`config.mk`:
```
export PLATFORM = sky130hd
export DESIGN_NAME = acss_div
export DESIGN_NICKNAME = d
export VERILOG_FILES = /design/src/sv/acss_div.sv
export SDC_FILE = /design/constraint.sdc
export NUM_CORES = 2
export LEC_CHECK = 0
export BUFFER_PORTS_ARGS = -buffer_cell sky130_fd_sc_hd__buf_2
export CAP_MARGIN = 20
export CORE_ASPECT_RATIO = 1.4
export CORE_MARGIN = 2
export CORE_UTILIZATION = 34
export DETAILED_ROUTE_END_ITERATION = 6
export PLACE_DENSITY = 0.57
export SETUP_SLACK_MARGIN = 0.4
export SLEW_MARGIN = 20
export SYNTH_ARGS = -nofsm -noshare
export SYNTH_HDL_FRONTEND = slang
export SYNTH_SLANG_ARGS = --single-unit
```
`constraint.sdc`:
```
create_clock -name clk -period 4.8 [get_ports clk]
set_input_delay 0 -clock clk [delete_from_list [all_inputs] [get_ports clk]]
set_output_delay 0 -clock clk [all_outputs]
set_load 0.005 [all_outputs]
```
`src/sv/acss_div.sv`:
```
// Pipelined restoring divider, one quotient bit per stage, with a side tag.
`default_nettype none
module acss_div #(
  parameter int NW = 32,
  parameter int DW = 17,
  parameter int TW = 1
) (
  input  wire logic          clk,
  input  wire logic          rst_n,
  input  wire logic          in_vld,
  input  wire logic [NW-1:0] in_num,
  input  wire logic [DW-1:0] in_den,
  input  wire logic [TW-1:0] in_tag,
  output logic               out_vld,
  output logic [NW-1:0]      out_quo,
  output logic [TW-1:0]      out_tag
);

  // Each stage holds {remainder, dividend bits left / quotient bits so far}.
  logic [DW+NW-1:0] acc_r [1:NW];
  logic [DW-1:0]    den_r [1:NW];
  logic [TW-1:0]    tag_r [1:NW];
  logic             vld_r [1:NW];

  logic [DW+NW-1:0] src_acc [0:NW-1];
  logic [DW-1:0]    src_den [0:NW-1];
  logic [TW-1:0]    src_tag [0:NW-1];
  logic             src_vld [0:NW-1];

  assign src_acc[0] = {{DW{1'b0}}, in_num};
  assign src_den[0] = in_den;
  assign src_tag[0] = in_tag;
  assign src_vld[0] = in_vld;

  for (genvar i = 0; i < NW; i++) begin : g_stage
    logic [DW:0]      hi;
    logic [DW:0]      dif;
    logic             ge;
    logic [DW+NW-1:0] acc_nxt;

    if (i > 0) begin : g_link
      assign src_acc[i] = acc_r[i];
      assign src_den[i] = den_r[i];
      assign src_tag[i] = tag_r[i];
      assign src_vld[i] = vld_r[i];
    end

    assign hi  = src_acc[i][DW+NW-1:NW-1];
    assign ge  = hi >= {1'b0, src_den[i]};
    assign dif = hi - {1'b0, src_den[i]};
    assign acc_nxt = ge ? {dif[DW-1:0], src_acc[i][NW-2:0], 1'b1}
                        : {src_acc[i][DW+NW-2:0], 1'b0};

    always_ff @(posedge clk) begin
      if (!rst_n) begin
        vld_r[i+1] <= 1'b0;
      end else begin
        vld_r[i+1] <= src_vld[i];
      end
      acc_r[i+1] <= acc_nxt;
      den_r[i+1] <= src_den[i];
      tag_r[i+1] <= src_tag[i];
    end
  end

  assign out_vld = vld_r[NW];
  assign out_quo = acc_r[NW][NW-1:0];
  assign out_tag = tag_r[NW];

endmodule
`default_nettype wire

```
==> impl_results.md <==
- VDD IR max: 0.349 mV
- Die Ht: 555 microns
- Synth Net Count: 7302
- Max-slew violations: 0
- Highest clock rate: 276 MHz
- Routed wire per std cell: 14.3 microns
- Crit path cell chain: inv_1 -> ha_1 -> inv_1 -> fa_1 -> a21o_1 -> a221oi_2 -> a21oi_2 -> a221o_2 -> o311ai_2 -> nand2_1 -> a211o_1 -> mux2_4
- Die width: 397 microns
- Core area: 216000 sq um
- Ports: 87
- Placed inst area: 77600 sq um
- TritonCTS clock tree: yes
- Fraction of registers with async set/reset: 0
- Layout area overhead: 16.9%
- Crit path time final: 3.62 ns
- Final Cycle Share: 0.754
- Final GP Congestion: 0.865
- M3 GR Usage: 0.0211
- Post-synth EDFFs: 0
- Power density over the cells: 646 nW/um^2
- Yosys reg bits: 2142
- Status: complete, no violations
- Post-Synth Simple-Gate Area: 0.0739
- Routed Antenna Nets: 0
- Commonest cells after routing, fill and taps aside: dfxtp_1 (2142), inv_1 (674), ha_1 (529)
- Max_cap viols: 0
- Nets@finish: 7654
- Largest net degree at the start of global routing: 34
- H-Tree Depth: 4
- IO Port Bufs: 86
- Num CTS Buffers: 215
- Vias in the first global route: 47746
- WL final: 144000 microns
- Final setup fails: 0
- Hold Fails Final Rpt: 0
- Worst-Margin Slew: 1.19 ns
- Post-synthesis sequential area ratio: 0.582
- Share of cells above drive strength 1: 0.106
- GRT overflow: 0
- YS warnings: 0
- TritonRoute pass-1 iters: 5
- Tot GR Track Use: 0.129
- Crit start category: flop
- Clock skew: 0.107 ns
- Synth Area in Compound Gates: 0.121
- Post-CTS resize count: 0
- Adder-cell share of the synthesized area: 0.0980
- Total Neg Setup Slack: 0 ns
- Worst hold path class: input port to flop
- Clock Tree Buf Depth: 4
- Vias/cell: 4.56
- Design area: 86100 sq um
- DRT iter0 DRCs: 1881
- Data required time at the worst endpoint: 5.52 ns
- Largest family of logic cells by synthesized area: compound AO/OA/AOI/OAI gates
- Largest stage delay, worst path: 0.63 ns
- Crit Path Class: flop to flop
- Post-DP HPWL: 107000 microns
- Sequential Area: 42900 sq um
- P_leak: 38.6 nW
- RSZ-0062 raised after global routing: false
- Initial antenna violation count: 2
- Fill cells: 20718
- Initial Util: 0.341
- Met2 Track Usage GR: 0.259
- Crit-path most repeated cell: inv_1
- Crit-path max FO: 18
- Vias: 45962
- Slew margin rel.: 0.195
- Top_reg_cell synth: dfxtp_1
- XOR/XNOR share of the synthesized area: 0.0490
- Mapped Avg Cell Area: 11.0 sq um
- Multiplexer area fraction after synthesis: 0.0370
- Synthesized area: 73700 sq um
- Clock transition at path regs: 0.07 ns
- CTS sink count: 2142
- Drt drc: 0
- Row count: 202
- Clk_lat worst skew: 0.90 ns
- Area of the multi-input gates: 28000 sq um
- Global-route wire length before repair: 233000 microns
- Commonest non-fill, non-tap cell in the layout: dfxtp_1
- Met1 usage: 0.121
- Power Total: 55.6 mW
- Worst path arrival time: 4.34 ns
- Die area: 220000 sq um
- Cells after Synth: 6690
- Crit end category: flop
- Clock root buffer: clkbuf_16
- Slowest stage cell, crit path: a211o_1
- Count of cell types in the netlist: 87
- GRT busiest layer: met2
## worst max-delay path: cells and delay by family, from the launching register on
kind,cells,cell delay [ns]
AOI/OAI and AO/OA,6,2.00
adders and majority gates,2,0.57
buffers and inverters,2,0.12
muxes,1,0.43
DFF,1,0.29
and+or+nand+nor,1,0.10
## logic make-up (layout without fill, tap and decap cells)
| logic type | Yosys count | after routing |
|---|---|---|
| AO/OA/AOI/OAI | 1414 | 1414 |
| XOR/XNOR | 412 | 412 |
| adder cells (fa/ha/maj) | 559 | 559 |
| buffers and inverters | 755 | 1279 |
| flip-flops | 2142 | 2142 |
| multiplexers | 241 | 241 |
| other | 0 | 1 |
| AND/OR/NAND/NOR | 1167 | 1167 |
## report_power, final
part           switching [mW]  leakage (nW)  internal (mW)
registers                1.44          17.9           20.9
clock network            7.01          3.63           10.4
logic                    8.57          17.1           7.30
## routing by layer
| metal | share of wire | wire (microns) |
|---|---|---|
| met2 | 0.55 | 79500 |
| met4 | 0.055 | 7940 |
| met3 | 0.034 | 4910 |
| met1 | 0.36 | 51600 |
| met5 | 0 | 0 |
## layout make-up
type / count / share of cell area
Inverter: 675 / 0.0294
Sequential cell: 2142 / 0.498
Tap cell: 2856 / 0.0415
Multi-Input combinational cell: 3793 / 0.325
Clock buffer: 271 / 0.0684
Antenna cell: 1 / 0.0000291
Clock inverter: 118 / 0.0186
Timing Repair Buffer: 215 / 0.0194
## synth_stat cells, types with 17 or more instances
library cell  number  area [sq um]
nor2_1           308          1160
o31ai_1           29           218
ha_1             529          6620
o21bai_1          60           450
dfxtp_1         2142         42900
a211oi_1          46           345
inv_1            674          2530
o211ai_1          25           188
mux2_2           216          2430
mux2i_1           17           170
o31a_1            20           175
or3_1             18           113
nand2b_1          48           300
a31oi_1           30           188
nor2b_1           48           300
xnor2_1          229          2010
a2111oi_0         17           149
and3_1            29           181
a21oi_1          441          2210
a21o_1           165          1240
nor3_1            87           435
or2_2             23           144
nand3_1           62           310
clkbuf_1          65           244
o21ai_0          374          1870
a211o_1           23           201
o21a_1            58           435
nand2_1          395          1480
xor2_1           183          1600
nand4_1           55           344
and2_1            47           294
fa_1              30           601
## worst paths after layout
check               start       endpoint  slack, ns  cells after the start
max          acc_r[6][31]   acc_r[6][90]       1.18                     12
min            in_den[16]   acc_r[0][86]       0.17                      5
max reg2reg  acc_r[6][31]   acc_r[6][90]       1.18                     12
min reg2reg  acc_r[2][51]  acc_r[2][101]       0.22                      0
## flip-flops by register name, summed over array words and instances, names as in the netlist
register	flops
acc_r	1551
den_r	527
tag_r	32
vld_r	32
## repair_timing
| item | in CTS | in global routing |
|---|---|---|
| endpoints found under the setup margin | 0 | 0 |
| buffers inserted | 0 | 0 |
| hold endpoints to repair | 99 | 0 |
| hold buffers | 105 | 0 |
## metrics by stage
step / utilization / setup WS (ns) / cells / hold WS [ns]
after floorplan: - / 1.64 / 6690 / 0.0277
after global placement: 0.359 / 1.14 / 9576 / 0.104
after detailed placement: 0.359 / 1.09 / 9576 / 0.104
after CTS: 0.399 / 1.10 / 10070 / 0.0847
after global routing: 0.399 / 0.948 / 10071 / 0.163
final: 0.399 / 1.18 / 10071 / 0.167
Power figures use the tool's default switching activity.
